## config.mk

```make
export PLATFORM = sky130hd
export DESIGN_NAME = rotating_square_string_hash_unit
export DESIGN_NICKNAME = d
export VERILOG_FILES = /design/src/sv/rssh_pkg.sv /design/src/sv/rssh_fifo.sv /design/src/sv/rssh_front.sv /design/src/sv/rssh_back.sv /design/src/sv/rotating_square_string_hash_unit.sv
export VERILOG_INCLUDE_DIRS = /design/src /design/src/sv
export SDC_FILE = /design/constraint.sdc
export NUM_CORES = 1
export LEC_CHECK = 0
export ABC_AREA = 1
export BUFFER_PORTS_ARGS = -buffer_cell sky130_fd_sc_hd__buf_2
export CORE_MARGIN = 3
export CORE_UTILIZATION = 28
export CTS_BUF_LIST = sky130_fd_sc_hd__clkbuf_4
export DETAILED_ROUTE_END_ITERATION = 10
export PLACE_DENSITY = 0.53
export REMOVE_ABC_BUFFERS = 1
export SLEW_MARGIN = 10
export SYNTH_ARGS = -nofsm -noshare
export SYNTH_HDL_FRONTEND = slang
export SYNTH_SLANG_ARGS = --single-unit
```

## constraint.sdc

```tcl
create_clock -name clk_i -period 18.8 [get_ports clk_i]
set_clock_uncertainty 0.2 [all_clocks]
set_input_delay 1.88 -clock clk_i [delete_from_list [all_inputs] [get_ports clk_i]]
set_output_delay 1.88 -clock clk_i [all_outputs]
set_load 0.005 [all_outputs]
```

## src/sv/rotating_square_string_hash_unit_assert.svh

```systemverilog
`ifndef ROTATING_SQUARE_STRING_HASH_UNIT_ASSERT_SVH
`define ROTATING_SQUARE_STRING_HASH_UNIT_ASSERT_SVH

`ifndef SYNTHESIS

`define RSSH_ASSERT(lbl, clk, rst_n, prop) \
  lbl: assert property (@(posedge clk) disable iff (!rst_n) prop) \
    else $error("%m: assertion failed");

`define RSSH_ASSERT_NEVER(lbl, clk, rst_n, cond) \
  lbl: assert property (@(posedge clk) disable iff (!rst_n) !(cond)) \
    else $error("%m: forbidden condition seen");

`else

`define RSSH_ASSERT(lbl, clk, rst_n, prop)

`define RSSH_ASSERT_NEVER(lbl, clk, rst_n, cond)

`endif

`endif

```

## src/sv/rssh_pkg.sv

```systemverilog
package rssh_pkg;

  localparam int unsigned AccW      = 32;
  localparam int unsigned CharW     = 8;
  localparam int unsigned RotW      = 4;
  localparam int unsigned FoldShift = 16;

  localparam logic [AccW-1:0] PosStart = 32'h0000_0100;
  localparam logic [AccW-1:0] PosStep  = 32'h0000_0100;

  localparam int unsigned DefQueueDepth = 2;
  localparam int unsigned DefOutDepth   = 2;

  typedef struct packed {
    logic [AccW-1:0] square;
    logic [RotW-1:0] rot;
    logic            last;
  } item_t;

  function automatic logic [AccW-1:0] rotl(input logic [AccW-1:0] x,
                                           input logic [RotW-1:0] r);
    logic [2*AccW-1:0] d;
    d = {x, x} << r;
    return d[2*AccW-1:AccW];
  endfunction

endpackage

```

## src/sv/rssh_fifo.sv

```systemverilog
module rssh_fifo #(
  parameter int unsigned Width = 1,
  parameter int unsigned Depth = 2
) (
  input  logic             clk_i,
  input  logic             rst_ni,
  input  logic             push_i,
  output logic             full_o,
  input  logic [Width-1:0] din_i,
  input  logic             pop_i,
  output logic             empty_o,
  output logic [Width-1:0] dout_o
);

  localparam int unsigned PtrW = (Depth > 1) ? $clog2(Depth) : 1;
  localparam int unsigned CntW = $clog2(Depth + 1);

  logic [Width-1:0] mem_q [Depth];
  logic [PtrW-1:0]  wr_ptr_q, wr_ptr_d, rd_ptr_q, rd_ptr_d;
  logic [CntW-1:0]  cnt_q, cnt_d;
  logic             do_push, do_pop;

  assign full_o  = (cnt_q == CntW'(Depth));
  assign empty_o = (cnt_q == '0);
  assign dout_o  = mem_q[rd_ptr_q];
  assign do_push = push_i && !full_o;
  assign do_pop  = pop_i && !empty_o;

  always_comb begin
    wr_ptr_d = wr_ptr_q;
    rd_ptr_d = rd_ptr_q;
    cnt_d    = cnt_q;
    if (do_push) begin
      wr_ptr_d = (wr_ptr_q == PtrW'(Depth - 1)) ? '0 : wr_ptr_q + 1'b1;
    end
    if (do_pop) begin
      rd_ptr_d = (rd_ptr_q == PtrW'(Depth - 1)) ? '0 : rd_ptr_q + 1'b1;
    end
    if (do_push && !do_pop) begin
      cnt_d = cnt_q + 1'b1;
    end else if (do_pop && !do_push) begin
      cnt_d = cnt_q - 1'b1;
    end
  end

  always_ff @(posedge clk_i or negedge rst_ni) begin
    if (!rst_ni) begin
      wr_ptr_q <= '0;
      rd_ptr_q <= '0;
      cnt_q    <= '0;
    end else begin
      wr_ptr_q <= wr_ptr_d;
      rd_ptr_q <= rd_ptr_d;
      cnt_q    <= cnt_d;
    end
  end

  always_ff @(posedge clk_i) begin
    if (do_push) begin
      mem_q[wr_ptr_q] <= din_i;
    end
  end

endmodule

```

## src/sv/rssh_front.sv

```systemverilog
module rssh_front import rssh_pkg::*; (
  input  logic             clk_i,
  input  logic             rst_ni,
  input  logic             in_valid_i,
  output logic             in_ready_o,
  input  logic [CharW-1:0] char_byte_i,
  input  logic             last_char_i,
  output logic             item_valid_o,
  input  logic             item_ready_i,
  output item_t            item_o
);

  logic [AccW-1:0] pos_q, pos_d;
  logic            valid_q, valid_d;
  item_t           item_q, item_d;
  logic [AccW-1:0] v;
  logic            accept;

  assign in_ready_o   = !valid_q || item_ready_i;
  assign accept       = in_valid_i && in_ready_o;
  assign item_valid_o = valid_q;
  assign item_o       = item_q;
  assign v            = pos_q | {{(AccW-CharW){1'b0}}, char_byte_i};

  always_comb begin
    pos_d       = pos_q;
    valid_d     = valid_q;
    item_d      = item_q;
    if (accept) begin
      valid_d       = 1'b1;
      item_d.square = v * v;
      item_d.rot    = v[RotW+1:2] ^ v[RotW-1:0];
      item_d.last   = last_char_i;
      pos_d         = last_char_i ? PosStart : pos_q + PosStep;
    end else if (item_ready_i) begin
      valid_d = 1'b0;
    end
  end

  always_ff @(posedge clk_i or negedge rst_ni) begin
    if (!rst_ni) begin
      pos_q   <= PosStart;
      valid_q <= 1'b0;
    end else begin
      pos_q   <= pos_d;
      valid_q <= valid_d;
    end
  end

  always_ff @(posedge clk_i) begin
    item_q <= item_d;
  end

endmodule

```

## src/sv/rssh_back.sv

```systemverilog
module rssh_back import rssh_pkg::*; (
  input  logic            clk_i,
  input  logic            rst_ni,
  input  logic            item_valid_i,
  output logic            item_ready_o,
  input  item_t           item_i,
  output logic            res_valid_o,
  input  logic            res_ready_i,
  output logic [AccW-1:0] hash_o
);

  logic [AccW-1:0] acc_q, acc_d, acc_n;
  logic            take;

  assign item_ready_o = !item_i.last || res_ready_i;
  assign take         = item_valid_i && item_ready_o;
  assign acc_n        = rotl(acc_q, item_i.rot) ^ item_i.square;
  assign res_valid_o  = take && item_i.last;
  assign hash_o       = acc_n ^ (acc_n >> FoldShift);

  always_comb begin
    acc_d = acc_q;
    if (take) begin
      acc_d = item_i.last ? '0 : acc_n;
    end
  end

  always_ff @(posedge clk_i or negedge rst_ni) begin
    if (!rst_ni) begin
      acc_q <= '0;
    end else begin
      acc_q <= acc_d;
    end
  end

endmodule

```

## src/sv/rotating_square_string_hash_unit.sv

```systemverilog
// Rotating-square string hash: feed one key character per transaction with last_char_i
// set on the final one; one folded 32-bit hash per string appears on the result queue.
// A character is accepted every cycle while the queues have room. It is registered
// in the front register (position OR, 32x32 square, rotate amount), then passes a
// small queue into the accumulator, which rotates and XORs once per cycle unless a
// last character waits on a full result queue; each hash is pushed to the result queue.
// The accumulator loop sets the rate at one character a cycle.
`include "rotating_square_string_hash_unit_assert.svh"

module rotating_square_string_hash_unit import rssh_pkg::*; #(
  parameter int unsigned QueueDepth = DefQueueDepth,
  parameter int unsigned OutDepth   = DefOutDepth
) (
  input  logic             clk_i,
  input  logic             rst_ni,
  input  logic             push,
  output logic             full,
  input  logic [CharW-1:0] char_byte_i,
  input  logic             last_char_i,
  output logic             empty,
  input  logic             pop,
  output logic [AccW-1:0]  hash_value_o
);

  logic            in_ready;
  logic            front_valid, mid_full, mid_empty, mid_pop;
  item_t           front_item, mid_item;
  logic            back_ready, res_valid, out_full;
  logic [AccW-1:0] res_hash;

  assign full    = !in_ready;
  assign mid_pop = !mid_empty && back_ready;

  rssh_front u_front (
    .clk_i        (clk_i),
    .rst_ni       (rst_ni),
    .in_valid_i   (push),
    .in_ready_o   (in_ready),
    .char_byte_i  (char_byte_i),
    .last_char_i  (last_char_i),
    .item_valid_o (front_valid),
    .item_ready_i (!mid_full),
    .item_o       (front_item)
  );

  rssh_fifo #(
    .Width ($bits(item_t)),
    .Depth (QueueDepth)
  ) u_mid_q (
    .clk_i   (clk_i),
    .rst_ni  (rst_ni),
    .push_i  (front_valid),
    .full_o  (mid_full),
    .din_i   (front_item),
    .pop_i   (back_ready),
    .empty_o (mid_empty),
    .dout_o  (mid_item)
  );

  rssh_back u_back (
    .clk_i        (clk_i),
    .rst_ni       (rst_ni),
    .item_valid_i (!mid_empty),
    .item_ready_o (back_ready),
    .item_i       (mid_item),
    .res_valid_o  (res_valid),
    .res_ready_i  (!out_full),
    .hash_o       (res_hash)
  );

  rssh_fifo #(
    .Width (AccW),
    .Depth (OutDepth)
  ) u_out_q (
    .clk_i   (clk_i),
    .rst_ni  (rst_ni),
    .push_i  (res_valid),
    .full_o  (out_full),
    .din_i   (res_hash),
    .pop_i   (pop),
    .empty_o (empty),
    .dout_o  (hash_value_o)
  );

  `RSSH_ASSERT_NEVER(a_res_into_full, clk_i, rst_ni, res_valid && out_full)
  `RSSH_ASSERT(a_res_only_on_last, clk_i, rst_ni, res_valid |-> (mid_pop && mid_item.last))
  `RSSH_ASSERT(a_last_makes_res, clk_i, rst_ni, (mid_pop && mid_item.last) |-> res_valid)
  `RSSH_ASSERT(a_res_shows, clk_i, rst_ni, res_valid |=> !empty)

endmodule
```

== Word-level counts from Yosys, hierarchy flattened ==
Memory sizes are Yosys's and may differ from the RTL's.
Cells that the tools add are included.
Word-level totals
  register bits: 110
  bits in writable memories: 138
  bits of input ports: 13
  output and inout port bits: 34
  logic and storage cells: 75
  memories kept: 2
Cells by class
  add/subtract/negate cells: 9
  multipliers: 1
  equality and inequality tests: 3
  shift operators: 1
  muxes and demuxes: 16
  bitwise logic cells: 4
  reduce and logical (&&, ||, !) cells: 27
Memory list
  u_mid_q.mem_q: depth 2, width 37, read ports 1, clocked after memory_dff 0, wr ports 1, RTL line rssh_fifo.sv:18  | logic [Width-1:0] mem_q [Depth];
  u_out_q.mem_q: depth 2, width 32, read ports 1, clocked after memory_dff 0, wr ports 1, RTL line rssh_fifo.sv:18
Operators by type and width (count)
  2-to-1 mux 32 bit: 2
  << shifter 64 x 4 -> 64 bit: 1
  adder 32 x 9 -> 32 bit, second input constant: 1
  multiplier 32 x 32 -> 32 bit: 1
  OR 32 x 8 -> 32 bit: 1
  XOR 32 x 16 -> 32 bit: 1
  XOR 32 bit: 1
  logical NOT 1 bit: 11
  logical AND 1 bit: 10
  2-to-1 mux 1 bit: 10
  2-to-1 mux 2 bit: 4
  adder 1 bit, second input constant: 4
  adder 2 x 1 -> 2 bit, second input constant: 2
  == test 2 bit, second input constant: 2
  logical NOT 2 bit: 2
  nonzero test 2 bit: 2
  subtractor 2 x 1 -> 2 bit, second input constant: 2
  XOR 4 bit: 1
  logical OR 1 bit: 2
  != test 2 bit, second input constant: 1

== Depth between registers and ports, before layout ==
  word-level depth: 10
  gate-level depth with buffers: 33
  mapped depth without buffers: 30

== Modules after synthesis ==
Synthesis repeated with hierarchy kept, for this count alone.
Unflattened totals
  cell total of the unflattened synthesis: 3100
  area, all modules: 26755.7 sq um
Modules (own cells, without submodules)
  rssh_front: instances 1, cells each 1940, area an instance 16585.9 sq um, sequential area each 1707.9 sq um
  rssh_back: instances 1, cells each 732, area an instance 4653.2 sq um, sequential area each 800.8 sq um
  rssh_fifo (u_mid_q): instances 1, cells each 225, area an instance 2942.8 sq um, sequential area each 2322.2 sq um
  rssh_fifo (u_out_q): instances 1, cells each 199, area an instance 2558.7 sq um, sequential area each 2021.9 sq um
  rotating_square_string_hash_unit: instances 1, cells each 4, area an instance 15.0 sq um, sequential area each 0.0 sq um

== Least setup slack after synthesis ==
OpenSTA, ideal clock, no wires.
  path type: input to register
  start: input port char_byte_i[4]
  end: register u_front.item_q (netlist bit u_front.item_o[32]) (data pin)
  library setup time: 0.259 ns
  arrival time: 8.097 ns
  required time: 18.341 ns
  slack: 10.244 ns
  stages: 28
  buffers on the path: 2
  cell sequence: clkbuf_1 clkbuf_1 nand2_1 fa_1 inv_1 fa_1 inv_1 fa_1 fa_1 inv_1 fa_1 inv_1 fa_1 inv_1 fa_1 fa_1 ha_1 a21oi_1 nor2_1 nor3_1 nand3_1 nand2_1 nand2_1 nand2_1 nand2_1 nand2_1 nand2_1 xor2_1
Between the ends
  word-level cells in the longest chain between the ends: 2
Ends and longest elaborated chain
  start: declaration: RTL line rotating_square_string_hash_unit.sv:18  | input logic [CharW-1:0] char_byte_i,
  OR 32 x 8 -> 32 bit: RTL line rssh_front.sv:23  | assign v = pos_q | {{(AccW-CharW){1'b0}}, char_byte_i};
  multiplier 32 x 32 -> 32 bit: RTL line rssh_front.sv:31  | item_d.square = v * v;
  end signal: assignment: RTL line rssh_front.sv:51  | item_q <= item_d;
  end: declaration: RTL line rssh_front.sv:15  | item_t item_q, item_d;
Every way passes these cells.
A chain may end at the register's enable or synchronous reset.

== Worst setup path after layout ==
  start: input port char_byte_i[7]
  end: register u_front.item_q (netlist bit u_front.item_o[32]) (data pin)
The elaborated chain is that of the path after synthesis.

==> report_table.html <==
<table>
<tr><th>Metric</th><th>Value</th></tr>
<tr><th colspan="2">Floorplanning</th></tr>
<tr><td>Number of rows created at floorplan</td><td>approximately 110</td></tr>
<tr><td>Die width</td><td>306 µm</td></tr>
<tr><td>Overall die height</td><td>306 µm</td></tr>
<tr><td>DIE AREA</td><td>about 94000 µm²</td></tr>
<tr><td>Standard cell core area</td><td>slightly below 90000 µm²</td></tr>
<tr><td>Starting Density</td><td>between 20 and 30%</td></tr>
<tr><td>Number of top-level pins</td><td>between 40 and 50</td></tr>
<tr><th colspan="2">Cells and area</th></tr>
<tr><td>Area overhead of the layout relative to synthesis</td><td>8.88%</td></tr>
<tr><td>Layout filler cell count</td><td>9364</td></tr>
<tr><td>Final nets</td><td>3383</td></tr>
<tr><td>Share of layout cells above drive strength 1</td><td>7.82%</td></tr>
<tr><td>Post-route non-filler standard cell count</td><td>4082</td></tr>
<tr><th colspan="2">Route</th></tr>
<tr><td>Drt wl/cell</td><td>15.2 µm</td></tr>
<tr><td>Number of nets with antenna violations after routing</td><td>0</td></tr>
<tr><td>DRC violation count after routing</td><td>0</td></tr>
<tr><td>Mean number of vias per cell</td><td>4.28</td></tr>
<tr><td>Final Routed Wirelength</td><td>62100 µm</td></tr>
<tr><td>Number of vias after detailed routing</td><td>17464</td></tr>
<tr><td>Number of design-rule violations left by the first detailed-router iteration</td><td>730</td></tr>
<tr><td>1st-pass router iterations</td><td>5</td></tr>
<tr><th colspan="2">Global route</th></tr>
<tr><td>Aggregate global routing overflow</td><td>0</td></tr>
<tr><td>Largest net degree at the start of global routing</td><td>66</td></tr>
<tr><td>Number of global-route vias before repair</td><td>18743</td></tr>
<tr><td>Antenna violations before repair</td><td>2</td></tr>
<tr><td>GRT Total Usage</td><td>13.7%</td></tr>
<tr><td>Global-route wire length before repair</td><td>102000 µm</td></tr>
<tr><th colspan="2">Placement</th></tr>
<tr><td>Number of placed instances, taps included</td><td>3970</td></tr>
<tr><td>Placer's final routability congestion estimate</td><td>~0.84</td></tr>
<tr><td>Number of port buffers</td><td>46</td></tr>
<tr><td>Placed wire-length estimate</td><td>roughly 50000 µm</td></tr>
<tr><th colspan="2">Yosys</th></tr>
<tr><td>Number of synthesis warnings</td><td>0</td></tr>
<tr><td>Part of the Yosys area used for sequential elements</td><td>27.0%</td></tr>
<tr><td>Async set or reset register ratio after synthesis</td><td>27.4%</td></tr>
<tr><td>Avg Synthesized Cell Area</td><td>approximately 8.8 µm²</td></tr>
<tr><td>Count of state elements after synthesis</td><td>roughly 240</td></tr>
<tr><td>Count of flip-flops with a built-in enable after synthesis</td><td>172</td></tr>
<tr><td>Cell types occupying the most area after synthesis</td><td>sky130_fd_sc_hd__fa_1 29%, sky130_fd_sc_hd__edfxtp_1 21%, sky130_fd_sc_hd__nand2_1 12%</td></tr>
<tr><td>Top flip-flop cell by instance count after synthesis</td><td>sky130_fd_sc_hd__edfxtp_1</td></tr>
<tr><td>Cells after synthesis</td><td>around 2800</td></tr>
<tr><td>Mapped cell area</td><td>25200 µm²</td></tr>
<tr><td>Share of the synthesized area in the top cell type</td><td>between 20 and 30%</td></tr>
<tr><td>Unique masters post-synth</td><td>45</td></tr>
<tr><td>Leading cell type by number of instances after synthesis</td><td>sky130_fd_sc_hd__nand2_1</td></tr>
<tr><td>Most used standard cells in the synthesized netlist</td><td>773 x sky130_fd_sc_hd__nand2_1, 678 x sky130_fd_sc_hd__inv_1, 364 x sky130_fd_sc_hd__fa_1, 172 x sky130_fd_sc_hd__edfxtp_1, 139 x sky130_fd_sc_hd__ha_1</td></tr>
<tr><td>Post-synthesis cell type with the largest combined area</td><td>sky130_fd_sc_hd__fa_1</td></tr>
<tr><th colspan="2">Outcome</th></tr>
<tr><td>Status</td><td>complete, no violations</td></tr>
<tr><th colspan="2">Worst hold path</th></tr>
<tr><td>Tightest Hold Check Type</td><td>reg2reg</td></tr>
<tr><td>Startpoint of the tightest hold check path</td><td>u_front.item_o[24]</td></tr>
<tr><th colspan="2">Clock network</th></tr>
<tr><td>Max Buffers Root-to-Sink</td><td>3</td></tr>
<tr><td>Number of gates resized after cts</td><td>0</td></tr>
<tr><td>Num CTS Buffers</td><td>60</td></tr>
<tr><td>Root buffer cell</td><td>sky130_fd_sc_hd__clkbuf_4</td></tr>
<tr><td>Clock tree sinks</td><td>~240</td></tr>
<tr><td>Worst-Skew Late Latency</td><td>0.81 ns</td></tr>
<tr><td>Clk pin slew, worst setup/hold paths</td><td>around 0.070 ns</td></tr>
<tr><td>Setup repair bufs after CTS</td><td>0</td></tr>
<tr><td>Hold buffer count at cts</td><td>0</td></tr>
<tr><td>Clock tree from TritonCTS</td><td>built</td></tr>
<tr><td>Maximum level of the CTS H-tree</td><td>2</td></tr>
<tr><th colspan="2">Critical path</th></tr>
<tr><td>Required @ worst endpoint</td><td>19.15 ns</td></tr>
<tr><td>Endpoint arrival time on the critical path</td><td>8.58 ns</td></tr>
<tr><td>Max FO, Critical Path</td><td>25</td></tr>
<tr><td>Critical Path Start</td><td>char_byte_i[7]</td></tr>
<tr><td>Crit path launch type</td><td>input pin</td></tr>
<tr><td>Class of the most critical setup path</td><td>in2reg</td></tr>
<tr><td>Kind of end point of the critical path</td><td>flip-flop</td></tr>
<tr><td>Startpoint of the lowest-slack register-to-register path</td><td>u_front.pos_q[12]</td></tr>
<tr><th colspan="2">STA</th></tr>
<tr><td>Count of final setup violators</td><td>0</td></tr>
<tr><td>Highest clock rate</td><td>between 100 and 150 MHz</td></tr>
<tr><td>Transition time of the tightest slew-check pin</td><td>1.11 ns</td></tr>
<tr><td>Setup repair after global routing missed its margin</td><td>false</td></tr>
<tr><td>Number of pins with negative max-slew slack in the final report</td><td>0</td></tr>
<tr><td>Final setup TNS</td><td>0 ns</td></tr>
<tr><td>Tightest slew margin relative to the limit</td><td>26.1%</td></tr>
<tr><td>Final min period</td><td>8.23 ns</td></tr>
<tr><td>Number of failing hold endpoints at the final stage</td><td>0</td></tr>
<tr><td>Post-route clock period utilization</td><td>43.8%</td></tr>
<tr><th colspan="2">Pwr</th></tr>
<tr><td>Final Total Pwr</td><td>4780 µW</td></tr>
<tr><td>Leak Pwr</td><td>0.0148 µW</td></tr>
<tr><td>VDD IR-drop max</td><td>0.000132 V</td></tr>
<tr><td>Pwr Density</td><td>approximately 170 nW/µm²</td></tr>
<tr><th colspan="2">Job</th></tr>
<tr><td>Count of maximum capacitance violations</td><td>0</td></tr>
</table>
## cell families after synthesis
logic type,count (synthesis),share of synthesized area [%]
AND/OR/NAND/NOR,929,14.4
adder cells (fa/ha/maj),503,35.9
AO/OA/AOI/OAI,260,5.95
multiplexers,20,0.795
flip-flops,237,27.0
buffers and inverters,808,12.3
XOR/XNOR,90,3.67
## final timing paths
| kind | endpoint | slack (ns) | cells after the start |
|---|---|---|---|
| min in group asynchronous | u_out_q.rd_ptr_q | 1.06 | 1 |
| worst max register to register | u_front.item_o[32] | 11.22 | 27 |
| worst min-delay path | u_mid_q.mem_q[1][24] | 0.24 | 0 |
| max in group asynchronous | u_mid_q.rd_ptr_q | 16.69 | 1 |
| worst min register to register | u_mid_q.mem_q[1][24] | 0.24 | 0 |
| worst max-delay path | u_front.item_o[32] | 10.57 | 27 |
## sequential cells by signal, summed over array words and instances, names as in the netlist
name                  count
u_back.acc_q             32
u_front.item_o           36
u_front.item_valid_o      1
u_front.pos_q            24
u_mid_q.cnt_q             2
u_mid_q.mem_q            72
u_mid_q.rd_ptr_q          1
u_mid_q.wr_ptr_q          1
u_out_q.cnt_q             2
u_out_q.mem_q            64
u_out_q.rd_ptr_q          1
u_out_q.wr_ptr_q          1
## final cells by class
cell class	instances	area, µm²	area share, %
Tap cell	1165	1460	5.32
Inverter	702	2640	9.62
Antenna cell	2	5.00	0.0183
Sequential cell	237	6790	24.8
Clock inverter	22	180	0.658
Clock buffer	88	661	2.41
Multi-Input combinational cell	1802	15300	55.8
Timing Repair Buffer	64	368	1.34
## power by group
part           switching [µW]  internal (µW)  leakage (µW)
Combinational            2110           1120        0.0118
Sequential               83.2            994       0.00246
Clock                     220            257      0.000490
Total                    2410           2370        0.0148
## stage by stage
stage / area, µm² / setup slack [ns] / util, % / hold WS (ns)
CTS: 27400 / 10.70 / 30.9 / 0.248
finish: 27400 / 10.57 / 30.9 / 0.243
floorplan: 24700 / 10.80 / - / 0.221
global route: 27400 / 10.34 / 30.9 / 0.242
global placement: 26600 / 9.77 / 29.9 / 0.225
detailed placement: 26600 / 9.77 / 29.9 / 0.234
## metal layers
layer,vias up,track usage [%],share of wire (%)
met3,110,1.79,3.7
met1,8381,17.8,45
li1,8637,-,-
met2,336,23.9,49
met4,0,4.24,2.8
met5,-,0,0
## cell usage in the layout (no fill, tap or decap), types with 3 or more instances in the layout
master,instances
sky130_fd_sc_hd__a21o_1,6
sky130_fd_sc_hd__nand3_1,51
sky130_fd_sc_hd__xnor2_2,18
sky130_fd_sc_hd__clkinv_1,19
sky130_fd_sc_hd__inv_2,21
sky130_fd_sc_hd__nand2_1,773
sky130_fd_sc_hd__fa_1,364
sky130_fd_sc_hd__o21a_1,8
sky130_fd_sc_hd__clkbuf_4,88
sky130_fd_sc_hd__or2_1,3
sky130_fd_sc_hd__nor2_1,64
sky130_fd_sc_hd__nand4_1,8
sky130_fd_sc_hd__a31oi_1,8
sky130_fd_sc_hd__nand3b_1,5
sky130_fd_sc_hd__xor2_1,41
sky130_fd_sc_hd__xnor2_1,31
sky130_fd_sc_hd__ha_1,139
sky130_fd_sc_hd__mux2i_1,20
sky130_fd_sc_hd__o21ai_0,53
sky130_fd_sc_hd__nor4_1,3
sky130_fd_sc_hd__nor3_1,13
sky130_fd_sc_hd__o21ai_2,18
sky130_fd_sc_hd__buf_2,45
sky130_fd_sc_hd__inv_1,678
sky130_fd_sc_hd__o22ai_1,24
sky130_fd_sc_hd__dfrtp_1,63
sky130_fd_sc_hd__a21oi_1,48
sky130_fd_sc_hd__edfxtp_1,172
sky130_fd_sc_hd__bufinv_16,3
sky130_fd_sc_hd__o21ai_1,83
sky130_fd_sc_hd__buf_4,19
## critical path, cell delays in order
cell                      delay, ns
sky130_fd_sc_hd__buf_2         0.54
sky130_fd_sc_hd__nand2_1       0.17
sky130_fd_sc_hd__fa_1          0.60
sky130_fd_sc_hd__inv_1         0.07
sky130_fd_sc_hd__fa_1          0.48
sky130_fd_sc_hd__fa_1          0.52
sky130_fd_sc_hd__inv_1         0.05
sky130_fd_sc_hd__fa_1          0.47
sky130_fd_sc_hd__inv_1         0.05
sky130_fd_sc_hd__fa_1          0.50
sky130_fd_sc_hd__inv_1         0.05
sky130_fd_sc_hd__fa_1          0.53
sky130_fd_sc_hd__inv_1         0.05
sky130_fd_sc_hd__fa_1          0.50
sky130_fd_sc_hd__fa_1          0.42
sky130_fd_sc_hd__ha_1          0.38
sky130_fd_sc_hd__a21oi_1       0.22
sky130_fd_sc_hd__nor2_1        0.06
sky130_fd_sc_hd__nor3_1        0.27
sky130_fd_sc_hd__nand3_1       0.15
sky130_fd_sc_hd__nand2_1       0.09
sky130_fd_sc_hd__nand2_1       0.07
sky130_fd_sc_hd__nand2_1       0.06
sky130_fd_sc_hd__nand2_1       0.07
sky130_fd_sc_hd__nand2_1       0.08
sky130_fd_sc_hd__nand2_1       0.06
sky130_fd_sc_hd__xor2_1        0.14
No activity file was read; power rests on OpenSTA's default activity.
